===== src/design/iee_pkg.sv =====
// shared types, character codes and constants of the infix expression evaluator
// no dependencies; imported by iee_arith and infix_expression_evaluator_unit
package iee_pkg;

   localparam int VALUE_WIDTH     = 64;
   localparam int RESULT_WIDTH    = 64;
   localparam int ADD_WIDTH       = VALUE_WIDTH + 2;
   localparam int CNT_WIDTH       = $clog2(VALUE_WIDTH);
   localparam int RSP_TDATA_WIDTH = ((RESULT_WIDTH + 2 + 7) / 8) * 8;

   typedef logic [VALUE_WIDTH-1:0] value_type;

   localparam logic [7:0] CH_NUL     = 8'h00;
   localparam logic [7:0] CH_TAB     = 8'h09;
   localparam logic [7:0] CH_NEWLINE = 8'h0A;
   localparam logic [7:0] CH_CR      = 8'h0D;
   localparam logic [7:0] CH_SPACE   = 8'h20;
   localparam logic [7:0] CH_STAR    = 8'h2A;
   localparam logic [7:0] CH_PLUS    = 8'h2B;
   localparam logic [7:0] CH_MINUS   = 8'h2D;
   localparam logic [7:0] CH_SLASH   = 8'h2F;
   localparam logic [7:0] CH_ZERO    = 8'h30;
   localparam logic [7:0] CH_NINE    = 8'h39;

   typedef enum logic [1:0] {
      ST_OK      = 2'd0,
      ST_BADCHAR = 2'd1,
      ST_SYNTAX  = 2'd2,
      ST_DIVZERO = 2'd3
   } status_type;

   typedef enum logic [1:0] {
      PD_NONE = 2'd0,
      PD_MUL  = 2'd1,
      PD_DIV  = 2'd2
   } pend_type;

   typedef enum logic [1:0] {
      TK_NONE = 2'd0,
      TK_NUM  = 2'd1,
      TK_OP   = 2'd2
   } token_type;

   typedef enum logic [2:0] {
      CK_TERM,
      CK_DIGIT,
      CK_OP,
      CK_SPACE,
      CK_BAD
   } char_kind_type;

   typedef enum logic {
      AO_MUL,
      AO_DIV
   } arith_op_type;

   typedef struct packed {
      logic         start;
      arith_op_type op;
   } arith_req_type;

   typedef enum logic [2:0] {
      AU_IDLE,
      AU_NEG_A,
      AU_NEG_B,
      AU_LOOP,
      AU_FIX,
      AU_DONE
   } arith_state_type;

   typedef enum logic [2:0] {
      CS_IDLE,
      CS_DECODE,
      CS_CLOSE,
      CS_WAIT,
      CS_FINISH,
      CS_EMIT
   } ctl_state_type;

   function automatic char_kind_type classify(input logic [7:0] c, input logic eos);
      char_kind_type k;
      if (eos || c == CH_NEWLINE || c == CH_NUL) begin
         k = CK_TERM;
      end else if (c inside {[CH_ZERO:CH_NINE]}) begin
         k = CK_DIGIT;
      end else if (c inside {CH_PLUS, CH_MINUS, CH_STAR, CH_SLASH}) begin
         k = CK_OP;
      end else if (c == CH_SPACE || c inside {[CH_TAB:CH_CR]}) begin
         k = CK_SPACE;
      end else begin
         k = CK_BAD;
      end
      return k;
   endfunction

endpackage


===== src/design/iee_arith.sv =====
// shared iterative arithmetic unit: shift-add multiply and restoring divide
// one adder serves operand negation, partial sums and trial subtraction; uses iee_pkg
module iee_arith (
   input  logic                  clock,
   input  logic                  reset,
   input  iee_pkg::arith_req_type req,
   input  iee_pkg::value_type    a,
   input  iee_pkg::value_type    b,
   output logic                  done,
   output iee_pkg::value_type    result
);
   import iee_pkg::*;

   arith_state_type          state_ff, state_in;
   arith_op_type             op_ff, op_in;
   logic                     neg_ff, neg_in;
   logic [CNT_WIDTH-1:0]     cnt_ff, cnt_in;
   value_type                opx_ff, opx_in;   // multiplicand / divisor
   value_type                opy_ff, opy_in;   // multiplier / dividend then quotient
   value_type                acc_ff, acc_in;   // product / remainder

   logic [ADD_WIDTH-1:0]     add_x, add_y, add_sum;
   logic                     add_sub;
   logic                     fits;

   // the one adder
   assign add_sum = add_x + (add_sub ? ~add_y : add_y) + ADD_WIDTH'(add_sub);
   assign fits    = ~add_sum[ADD_WIDTH-1];

   always_comb begin : next_state
      state_in = state_ff;
      case (state_ff)
         AU_IDLE: begin
            if (req.start) begin
               state_in = (req.op == AO_MUL) ? AU_LOOP : AU_NEG_A;
            end
         end
         AU_NEG_A: state_in = AU_NEG_B;
         AU_NEG_B: state_in = AU_LOOP;
         AU_LOOP: begin
            if (cnt_ff == '0) begin
               state_in = (op_ff == AO_MUL) ? AU_DONE : AU_FIX;
            end
         end
         AU_FIX:  state_in = AU_DONE;
         AU_DONE: state_in = AU_IDLE;
         default: state_in = AU_IDLE;
      endcase
   end

   always_comb begin : adder_operands
      add_x   = '0;
      add_y   = '0;
      add_sub = 1'b0;
      case (state_ff)
         AU_NEG_A: begin
            add_y   = ADD_WIDTH'(opy_ff);
            add_sub = 1'b1;
         end
         AU_NEG_B: begin
            add_y   = ADD_WIDTH'(opx_ff);
            add_sub = 1'b1;
         end
         AU_LOOP: begin
            if (op_ff == AO_MUL) begin
               add_x = ADD_WIDTH'(acc_ff);
               add_y = ADD_WIDTH'(opx_ff);
            end else begin
               add_x   = ADD_WIDTH'({acc_ff, opy_ff[VALUE_WIDTH-1]});
               add_y   = ADD_WIDTH'(opx_ff);
               add_sub = 1'b1;
            end
         end
         AU_FIX: begin
            add_y   = ADD_WIDTH'(opy_ff);
            add_sub = 1'b1;
         end
         default: begin
            add_sub = 1'b0;
         end
      endcase
   end

   always_comb begin : datapath
      op_in  = op_ff;
      neg_in = neg_ff;
      cnt_in = cnt_ff;
      opx_in = opx_ff;
      opy_in = opy_ff;
      acc_in = acc_ff;
      case (state_ff)
         AU_IDLE: begin
            if (req.start) begin
               op_in  = req.op;
               neg_in = a[VALUE_WIDTH-1] ^ b[VALUE_WIDTH-1];
               cnt_in = CNT_WIDTH'(VALUE_WIDTH - 1);
               opx_in = b;
               opy_in = a;
               acc_in = '0;
            end
         end
         AU_NEG_A: begin
            if (opy_ff[VALUE_WIDTH-1]) begin
               opy_in = add_sum[VALUE_WIDTH-1:0];
            end
         end
         AU_NEG_B: begin
            if (opx_ff[VALUE_WIDTH-1]) begin
               opx_in = add_sum[VALUE_WIDTH-1:0];
            end
         end
         AU_LOOP: begin
            cnt_in = cnt_ff - CNT_WIDTH'(1);
            if (op_ff == AO_MUL) begin
               if (opy_ff[0]) begin
                  acc_in = add_sum[VALUE_WIDTH-1:0];
               end
               opx_in = {opx_ff[VALUE_WIDTH-2:0], 1'b0};
               opy_in = {1'b0, opy_ff[VALUE_WIDTH-1:1]};
            end else begin
               acc_in = fits ? add_sum[VALUE_WIDTH-1:0]
                             : {acc_ff[VALUE_WIDTH-2:0], opy_ff[VALUE_WIDTH-1]};
               opy_in = {opy_ff[VALUE_WIDTH-2:0], fits};
            end
         end
         AU_FIX: begin
            if (neg_ff) begin
               opy_in = add_sum[VALUE_WIDTH-1:0];
            end
         end
         default: begin
            cnt_in = cnt_ff;
         end
      endcase
   end

   always_ff @(posedge clock) begin
      if (reset) begin
         state_ff <= AU_IDLE;
      end else begin
         state_ff <= state_in;
      end
      op_ff  <= op_in;
      neg_ff <= neg_in;
      cnt_ff <= cnt_in;
      opx_ff <= opx_in;
      opy_ff <= opy_in;
      acc_ff <= acc_in;
   end

   assign done   = (state_ff == AU_DONE);
   assign result = (op_ff == AO_MUL) ? acc_ff : opy_ff;

   // a start only lands on an idle unit
   assert property (@(posedge clock) disable iff (reset)
      req.start |-> state_ff == AU_IDLE)
      else $error("arith start while busy");

   // done lasts exactly one cycle
   assert property (@(posedge clock) disable iff (reset)
      state_ff == AU_DONE |=> state_ff == AU_IDLE)
      else $error("arith done held");

   // multiply leaves the loop straight to done, divide goes through sign fix
   assert property (@(posedge clock) disable iff (reset)
      state_ff == AU_LOOP && cnt_ff == '0 && op_ff == AO_DIV |=> state_ff == AU_FIX)
      else $error("divide skipped sign fix");

endmodule


===== src/design/infix_expression_evaluator_unit.sv =====
// top level of the infix expression evaluator: stream ports, token sequencer, result register
// depends on iee_pkg and iee_arith
//
// The block reads one ASCII character per input word and evaluates an infix expression of
// unsigned decimal integers joined by + - * /, with * and / binding tighter than + and -,
// both levels left to right, in wrapping two's complement arithmetic of VALUE_WIDTH bits with
// truncating division. Whitespace (tab, vertical tab, form feed, carriage return, space)
// separates tokens. A newline, a NUL or a word with req_tlast set ends the expression and
// produces one result word: the value sign-extended to 64 bits and a status (0 ok,
// 1 bad character, 2 syntax error, 3 divide by zero; the value is zero unless ok). After an
// error the rest of the expression is skipped and the first error is reported. Every other
// input word produces no result. req_tready is high only while the sequencer is idle: a
// digit is decoded and done, whitespace or an operator goes on through close and finish, and
// a character that closes a number after * or after / with a nonzero divisor waits in between
// for the shared iterative multiply/divide unit; that one unit, one result bit per cycle, sets
// the rate. A terminator also passes through an emit state and waits there while an earlier
// result still sits unread on the rsp side; other characters are taken while a result waits.
module infix_expression_evaluator_unit (
   input  logic                                clock,
   input  logic                                reset,
   // input stream
   input  logic                                req_tvalid,
   output logic                                req_tready,
   input  logic [7:0]                          req_tdata,   // [7:0] char_code
   input  logic                                req_tlast,   // end_of_stream
   // result stream
   output logic                                rsp_tvalid,
   input  logic                                rsp_tready,
   output logic [iee_pkg::RSP_TDATA_WIDTH-1:0] rsp_tdata    // [63:0] result_value,
                                                            // [65:64] status, rest zero
);
   import iee_pkg::*;

   // sequencer
   ctl_state_type             state_ff, state_in;
   // registered input word
   logic [7:0]                char_ff, char_in;
   char_kind_type             kind_ff, kind_in;
   // expression state
   value_type                 sum_ff, sum_in;
   value_type                 term_ff, term_in;
   value_type                 num_ff, num_in;
   logic                      sign_ff, sign_in;
   pend_type                  pend_ff, pend_in;
   token_type                 last_ff, last_in;
   logic                      open_ff, open_in;
   status_type                err_ff, err_in;
   // pending result, filled when a terminator finishes
   logic [RESULT_WIDTH-1:0]   res_value_ff, res_value_in;
   status_type                res_status_ff, res_status_in;
   // output register
   logic                      rsp_valid_ff, rsp_valid_in;
   logic [RESULT_WIDTH-1:0]   rsp_value_ff, rsp_value_in;
   status_type                rsp_status_ff, rsp_status_in;

   arith_req_type             arith_req;
   logic                      arith_done;
   value_type                 arith_result;

   logic                      accept;
   logic                      rsp_free;
   logic [3:0]                digit;
   value_type                 num_next;
   value_type                 fold;
   status_type                err_final;

   assign accept   = req_tvalid && req_tready;
   assign rsp_free = !rsp_valid_ff || rsp_tready;
   assign digit    = 4'(char_ff - CH_ZERO);
   // number times ten plus the new digit
   assign num_next = (num_ff << 3) + (num_ff << 1) + VALUE_WIDTH'(digit);
   // fold the current term into the running sum
   assign fold     = sign_ff ? (sum_ff - term_ff) : (sum_ff + term_ff);
   // error reported by a terminator: first error, else a missing final number
   assign err_final = (err_ff != ST_OK) ? err_ff : ((last_ff != TK_NUM) ? ST_SYNTAX : ST_OK);

   iee_arith u_arith (
      .clock  (clock),
      .reset  (reset),
      .req    (arith_req),
      .a      (term_ff),
      .b      (num_ff),
      .done   (arith_done),
      .result (arith_result)
   );

   always_comb begin : next_state
      state_in = state_ff;
      case (state_ff)
         CS_IDLE: begin
            if (accept) begin
               state_in = CS_DECODE;
            end
         end
         CS_DECODE: begin
            case (kind_ff)
               CK_TERM:  state_in = (err_ff == ST_OK) ? CS_CLOSE : CS_FINISH;
               CK_OP,
               CK_SPACE: state_in = (err_ff == ST_OK) ? CS_CLOSE : CS_IDLE;
               default:  state_in = CS_IDLE;
            endcase
         end
         CS_CLOSE: begin
            if (open_ff && (pend_ff == PD_MUL || (pend_ff == PD_DIV && num_ff != '0))) begin
               state_in = CS_WAIT;
            end else begin
               state_in = CS_FINISH;
            end
         end
         CS_WAIT: begin
            if (arith_done) begin
               state_in = CS_FINISH;
            end
         end
         CS_FINISH: state_in = (kind_ff == CK_TERM) ? CS_EMIT : CS_IDLE;
         CS_EMIT: begin
            if (rsp_free) begin
               state_in = CS_IDLE;
            end
         end
         default: state_in = CS_IDLE;
      endcase
   end

   always_comb begin : outputs
      req_tready      = (state_ff == CS_IDLE);
      arith_req.start = 1'b0;
      arith_req.op    = AO_MUL;

      char_in       = char_ff;
      kind_in       = kind_ff;
      sum_in        = sum_ff;
      term_in       = term_ff;
      num_in        = num_ff;
      sign_in       = sign_ff;
      pend_in       = pend_ff;
      last_in       = last_ff;
      open_in       = open_ff;
      err_in        = err_ff;
      res_value_in  = res_value_ff;
      res_status_in = res_status_ff;
      rsp_valid_in  = rsp_valid_ff && !rsp_tready;
      rsp_value_in  = rsp_value_ff;
      rsp_status_in = rsp_status_ff;

      case (state_ff)
         CS_IDLE: begin
            if (accept) begin
               char_in = req_tdata;
               kind_in = classify(req_tdata, req_tlast);
            end
         end
         CS_DECODE: begin
            // digits and bad characters finish here; with no error the rest go on to close a number
            if (err_ff == ST_OK) begin
               case (kind_ff)
                  CK_DIGIT: begin
                     if (open_ff) begin
                        num_in = num_next;
                     end else if (last_ff == TK_NUM) begin
                        err_in = ST_SYNTAX;
                     end else begin
                        open_in = 1'b1;
                        num_in  = VALUE_WIDTH'(digit);
                        last_in = TK_NUM;
                     end
                  end
                  CK_BAD:  err_in = ST_BADCHAR;
                  default: err_in = err_ff;
               endcase
            end
         end
         CS_CLOSE: begin
            if (open_ff) begin
               case (pend_ff)
                  PD_MUL: begin
                     arith_req.start = 1'b1;
                     arith_req.op    = AO_MUL;
                  end
                  PD_DIV: begin
                     if (num_ff == '0) begin
                        err_in = ST_DIVZERO;
                     end else begin
                        arith_req.start = 1'b1;
                        arith_req.op    = AO_DIV;
                     end
                  end
                  default: term_in = num_ff;
               endcase
               pend_in = PD_NONE;
               open_in = 1'b0;
            end
         end
         CS_WAIT: begin
            if (arith_done) begin
               term_in = arith_result;
            end
         end
         CS_FINISH: begin
            case (kind_ff)
               CK_OP: begin
                  if (err_ff == ST_OK) begin
                     if (last_ff != TK_NUM) begin
                        err_in = ST_SYNTAX;
                     end else begin
                        if (char_ff == CH_PLUS || char_ff == CH_MINUS) begin
                           sum_in  = fold;
                           term_in = '0;
                           sign_in = (char_ff == CH_MINUS);
                           pend_in = PD_NONE;
                        end else begin
                           pend_in = (char_ff == CH_STAR) ? PD_MUL : PD_DIV;
                        end
                        last_in = TK_OP;
                     end
                  end
               end
               CK_TERM: begin
                  res_status_in = err_final;
                  res_value_in  = (err_final == ST_OK) ? RESULT_WIDTH'(signed'(fold)) : '0;
               end
               default: err_in = err_ff;
            endcase
         end
         CS_EMIT: begin
            // hand the result to the output register and start a fresh expression
            if (rsp_free) begin
               rsp_valid_in  = 1'b1;
               rsp_value_in  = res_value_ff;
               rsp_status_in = res_status_ff;
               sum_in        = '0;
               term_in       = '0;
               num_in        = '0;
               sign_in       = 1'b0;
               pend_in       = PD_NONE;
               last_in       = TK_NONE;
               open_in       = 1'b0;
               err_in        = ST_OK;
            end
         end
         default: begin
            err_in = err_ff;
         end
      endcase
   end

   always_ff @(posedge clock) begin
      if (reset) begin
         state_ff     <= CS_IDLE;
         sum_ff       <= '0;
         term_ff      <= '0;
         num_ff       <= '0;
         sign_ff      <= 1'b0;
         pend_ff      <= PD_NONE;
         last_ff      <= TK_NONE;
         open_ff      <= 1'b0;
         err_ff       <= ST_OK;
         rsp_valid_ff <= 1'b0;
      end else begin
         state_ff     <= state_in;
         sum_ff       <= sum_in;
         term_ff      <= term_in;
         num_ff       <= num_in;
         sign_ff      <= sign_in;
         pend_ff      <= pend_in;
         last_ff      <= last_in;
         open_ff      <= open_in;
         err_ff       <= err_in;
         rsp_valid_ff <= rsp_valid_in;
      end
      char_ff       <= char_in;
      kind_ff       <= kind_in;
      res_value_ff  <= res_value_in;
      res_status_ff <= res_status_in;
      rsp_value_ff  <= rsp_value_in;
      rsp_status_ff <= rsp_status_in;
   end

   assign rsp_tvalid = rsp_valid_ff;
   assign rsp_tdata  = RSP_TDATA_WIDTH'({rsp_status_ff, rsp_value_ff});

   // every accepted word is decoded in the next cycle
   assert property (@(posedge clock) disable iff (reset)
      accept |=> state_ff == CS_DECODE)
      else $error("accepted word not decoded");

   // the sequencer leaves the wait state as soon as the shared unit finishes
   assert property (@(posedge clock) disable iff (reset)
      state_ff == CS_WAIT && arith_done |=> state_ff == CS_FINISH)
      else $error("unit result dropped");

   // a new result word only comes out of the emit state
   assert property (@(posedge clock) disable iff (reset)
      $rose(rsp_valid_ff) |-> $past(state_ff) == CS_EMIT)
      else $error("result word from wrong state");

   // an error result carries a zero value
   assert property (@(posedge clock) disable iff (reset)
      rsp_valid_ff && rsp_status_ff != ST_OK |-> rsp_value_ff == '0)
      else $error("error result with nonzero value");

endmodule

===== config.mk =====
export PLATFORM = sky130hd
export DESIGN_NAME = infix_expression_evaluator_unit
export DESIGN_NICKNAME = d
export VERILOG_FILES = /design/src/design/iee_pkg.sv /design/src/design/iee_arith.sv /design/src/design/infix_expression_evaluator_unit.sv
export SDC_FILE = /design/constraint.sdc
export NUM_CORES = 2
export LEC_CHECK = 0
export CAP_MARGIN = 20
export CORE_ASPECT_RATIO = 2
export CORE_MARGIN = 8
export CORE_UTILIZATION = 55
export DETAILED_ROUTE_END_ITERATION = 10
export DONT_BUFFER_PORTS = 1
export PLACE_DENSITY = 0.7
export SYNTH_ARGS = -nofsm -noshare
export SYNTH_HDL_FRONTEND = slang
export SYNTH_SLANG_ARGS = --single-unit
export TNS_END_PERCENT = 30

===== constraint.sdc =====
create_clock -name clock -period 6.1 [get_ports clock]
set_clock_uncertainty 0.2 [all_clocks]
set_input_delay 0.305 -clock clock [delete_from_list [all_inputs] [get_ports clock]]
set_output_delay 0.305 -clock clock [all_outputs]
set_load 0.05 [all_outputs]

==> results.yml <==
outcome:
  status: "finished, final reports clean"
floorplan:
  fp.dieH_um: 390
  dieArea_sq_um: 79300
  die_x_um: 203
  initial_core_util_pct: 55.3
  io_pins: 87
  row_count: 137
  core_sq_um: 69600
sta:
  tightest_slew_ns: 1.25
  finalSetupTns_ns: 0
  final.min_clock_period_ns: 5.78
  min_period_over_period_pct: 94.7
  setup_slack_ns: 0.322
  setup_viol: 0
  slew_headroom_pct: 16.0
  drv_slew: 0
  finalHoldViolCount: 0
  rsz0062_at_grt: "false"
  timing.fmax_mhz: 173
synthesis:
  synth_edf_count: 343
  synthCells: 4313
  ys_seq_elements: 550
  synth_area_per_cell_sq_um: 8.93
  async_flop_share_pct: 0
  synth_top_area_cell: "edfxtp_1"
  synth_area_sq_um: 38500
  synth_top_area_share_pct: 26.7
  ys_seq_area_share_pct: 37.5
  synth-main-ff-cell: "edfxtp_1"
  ys_types: 96
  ys.warnings.count: 0
  synth.area.top_cells: "edfxtp_1 (27%), dfxtp_1 (11%), ha_1 (8.3%)"
grt:
  grt_pass1_wl_um: 191000
  grt_pass1_vias: 33994
  antenna_found_initial: 4
  grt_remaining_overflow: 0
  grt_max_degree: 154
  grt_usage_pct: 30.3
detailed_routing:
  ant_nets: 0
  wl_per_cell_um: 24.1
  via_per_inst: 6.60
  drc_errors: 0
  routed_wl_um: 124000
  dr.first_iter.drc_count: 2667
  vias: 33967
  dr.pass1.iters: 6
clock_network:
  root_buffer: "clkbuf_16"
  cts_buffer_depth: 3
  clock-sinks: 550
  cts_tree: "built"
  cts_buffers: 52
  clk_latency_ns: 0.63
  htree_levels: 2
  path_clk_slew_ns: 0.07
final_layout:
  final_cell_area_sq_um: 41700
  n_antenna_cell: 0
  drive_gt1_share_pct: 6.71
  n_fill_cell: 6182
  syn_to_final_growth_pct: 8.26
  final_nets: 4474
power:
  p_leak_nw: 16.9
  ir_drop_mv: 0.271
  power.density_nw_per_um2: 336
worst_setup_path:
  crit_arrival_ns: 5.96
  cp-start-kind: "flip-flop"
  cp-end-kind: "flip-flop"
  cp.required_ns: 6.29
  path_class: "flip-flop to flip-flop"
  crit_path_max_fanout: 7
placed_design:
  pre_cts_slack_ns: 0.147
  gp_congestion: 0.999
  portBuffers: 0
  placed_area_sq_um: 39700
  dpl.hpwl_um: 91000
min_path:
  hold_path.class: "input port to flip-flop"
job:
  maxCapViolCount: 0
==> flip-flops by register name, summed over array words and instances (netlist names), 6 cells and up <==
signal / count
sum_ff: 64
u_arith.opy_ff: 64
char_ff: 8
u_arith.cnt_ff: 6
num_ff: 64
res_value_ff: 64
u_arith.acc_ff: 64
term_ff: 64
u_arith.opx_ff: 64
rsp_value_ff: 64
==> synth_stat cells (36+ instances only) <==
cell,count
xnor2_1,170
inv_1,108
nor2_1,422
and2_1,64
nor2b_1,104
nand3_1,160
nor3_1,63
clkbuf_1,263
o211ai_1,97
a22oi_1,155
a21o_1,111
dfxtp_1,207
nand4_1,54
a21oi_1,427
edfxtp_1,343
xor2_1,131
nor4_1,36
nand2_1,244
mux2i_1,89
o21ai_0,218
a22o_1,62
a31oi_1,41
o221ai_1,40
ha_1,254
o21bai_1,50
==> cells by family after synthesis <==
| kind of cell | after synthesis | synth area share, % |
|---|---|---|
| AOI/OAI and AO/OA | 1427 | 24.7 |
| xor gates and xnor gates | 302 | 6.92 |
| adders and majority gates | 259 | 8.48 |
| buffers and inverters | 413 | 4.19 |
| DFF | 550 | 37.5 |
| muxes | 92 | 2.41 |
| other | 1 | 0.00974 |
| and+or+nand+nor | 1269 | 15.8 |
==> layer usage <==
metal / part of all wire (%) / wire, um / global-route usage [%]
met2: 51 / 64000 / 56.0
met1: 36 / 44200 / 32.2
met5: 0 / 0 / 0
met3: 6.0 / 7500 / 3.40
met4: 7.0 / 8670 / 19.3
==> what timing repair did <==
action,4_1_cts,5_1_grt
hold buffers,14,0
setup endpoints to repair,0,8
setup buffers,0,0
endpoints found under the hold margin,214,0
gates resized for setup,0,6
==> path summary, 6_finish.rpt <==
path / endpoint / from / slack, ns / depth (start not counted)
setup / recovery: res_value_ff[51] / term_ff[6] / 0.32 / 17
hold / removal: kind_ff[0] / req_tdata[2] / 0.04 / 4
setup reg to reg: res_value_ff[51] / term_ff[6] / 0.32 / 17
hold reg to reg: rsp_value_ff[27] / res_value_ff[27] / 0.22 / 0
==> area by class of cell <==
cell class / instances / area, sq um / share of cell area, %
clock buffer: 67 / 1440 / 3.45
clock inverter: 31 / 404 / 0.969
inverter: 108 / 405 / 0.972
multi-input combinational: 3355 / 22700 / 54.4
sequential: 550 / 14400 / 34.6
tap: 903 / 1130 / 2.71
timing repair buffer: 136 / 1200 / 2.87
==> power breakdown <==
part	internal, mW	switching [mW]
sequential	4.23	0.222
clock	1.99	1.57
combinational	2.16	3.83
total	8.37	5.62
==> critical path: stages (launching register included) <==
cell and delay, ns:
dfxtp_1 0.38, or4_1 0.66, nor2_1 0.34, a31oi_1 0.15
xnor2_1 0.16, ha_1 0.37, nand3_1 0.21, nor4_1 0.29
a21boi_0 0.31, a211oi_2 0.16, o41ai_2 0.51, a21boi_0 0.31
o41ai_1 0.68, buf_4 0.25, a31oi_1 0.10, xnor2_1 0.16
buf_4 0.15, and2_1 0.14
==> metrics by stage <==
stage	instances	util (%)	hold slack, ns	total power, mW
4_1_cts	5150	59.9	0.00891	13.9
3_3_place_gp	5038	57.0	0.199	10.3
2_1_floorplan	4318	-	0.200	8.70
6_report	5150	59.9	0.0412	14.0
5_1_grt	5150	59.9	0.0809	14.7
3_5_place_dp	5038	57.0	0.204	10.4
==> cells in the final DEF, fill, tap and decap left out, types with 33 or more instances in the layout <==
master,instances
a21oi_1,423
nor2_1,415
edfxtp_1,343
ha_1,254
nand2_1,241
o21ai_0,218
dfxtp_1,206
xnor2_1,170
nand3_1,159
a22oi_1,155
xor2_1,131
buf_4,112
a21o_1,110
inv_1,108
nor2b_1,101
o211ai_1,97
mux2i_1,88
and2_1,64
a22o_1,62
nor3_1,58
nand4_1,54
clkbuf_16,53
o21bai_1,50
a31oi_1,41
o221ai_1,40
nor4_1,33
No activity file was read; power rests on OpenSTA's default activity.
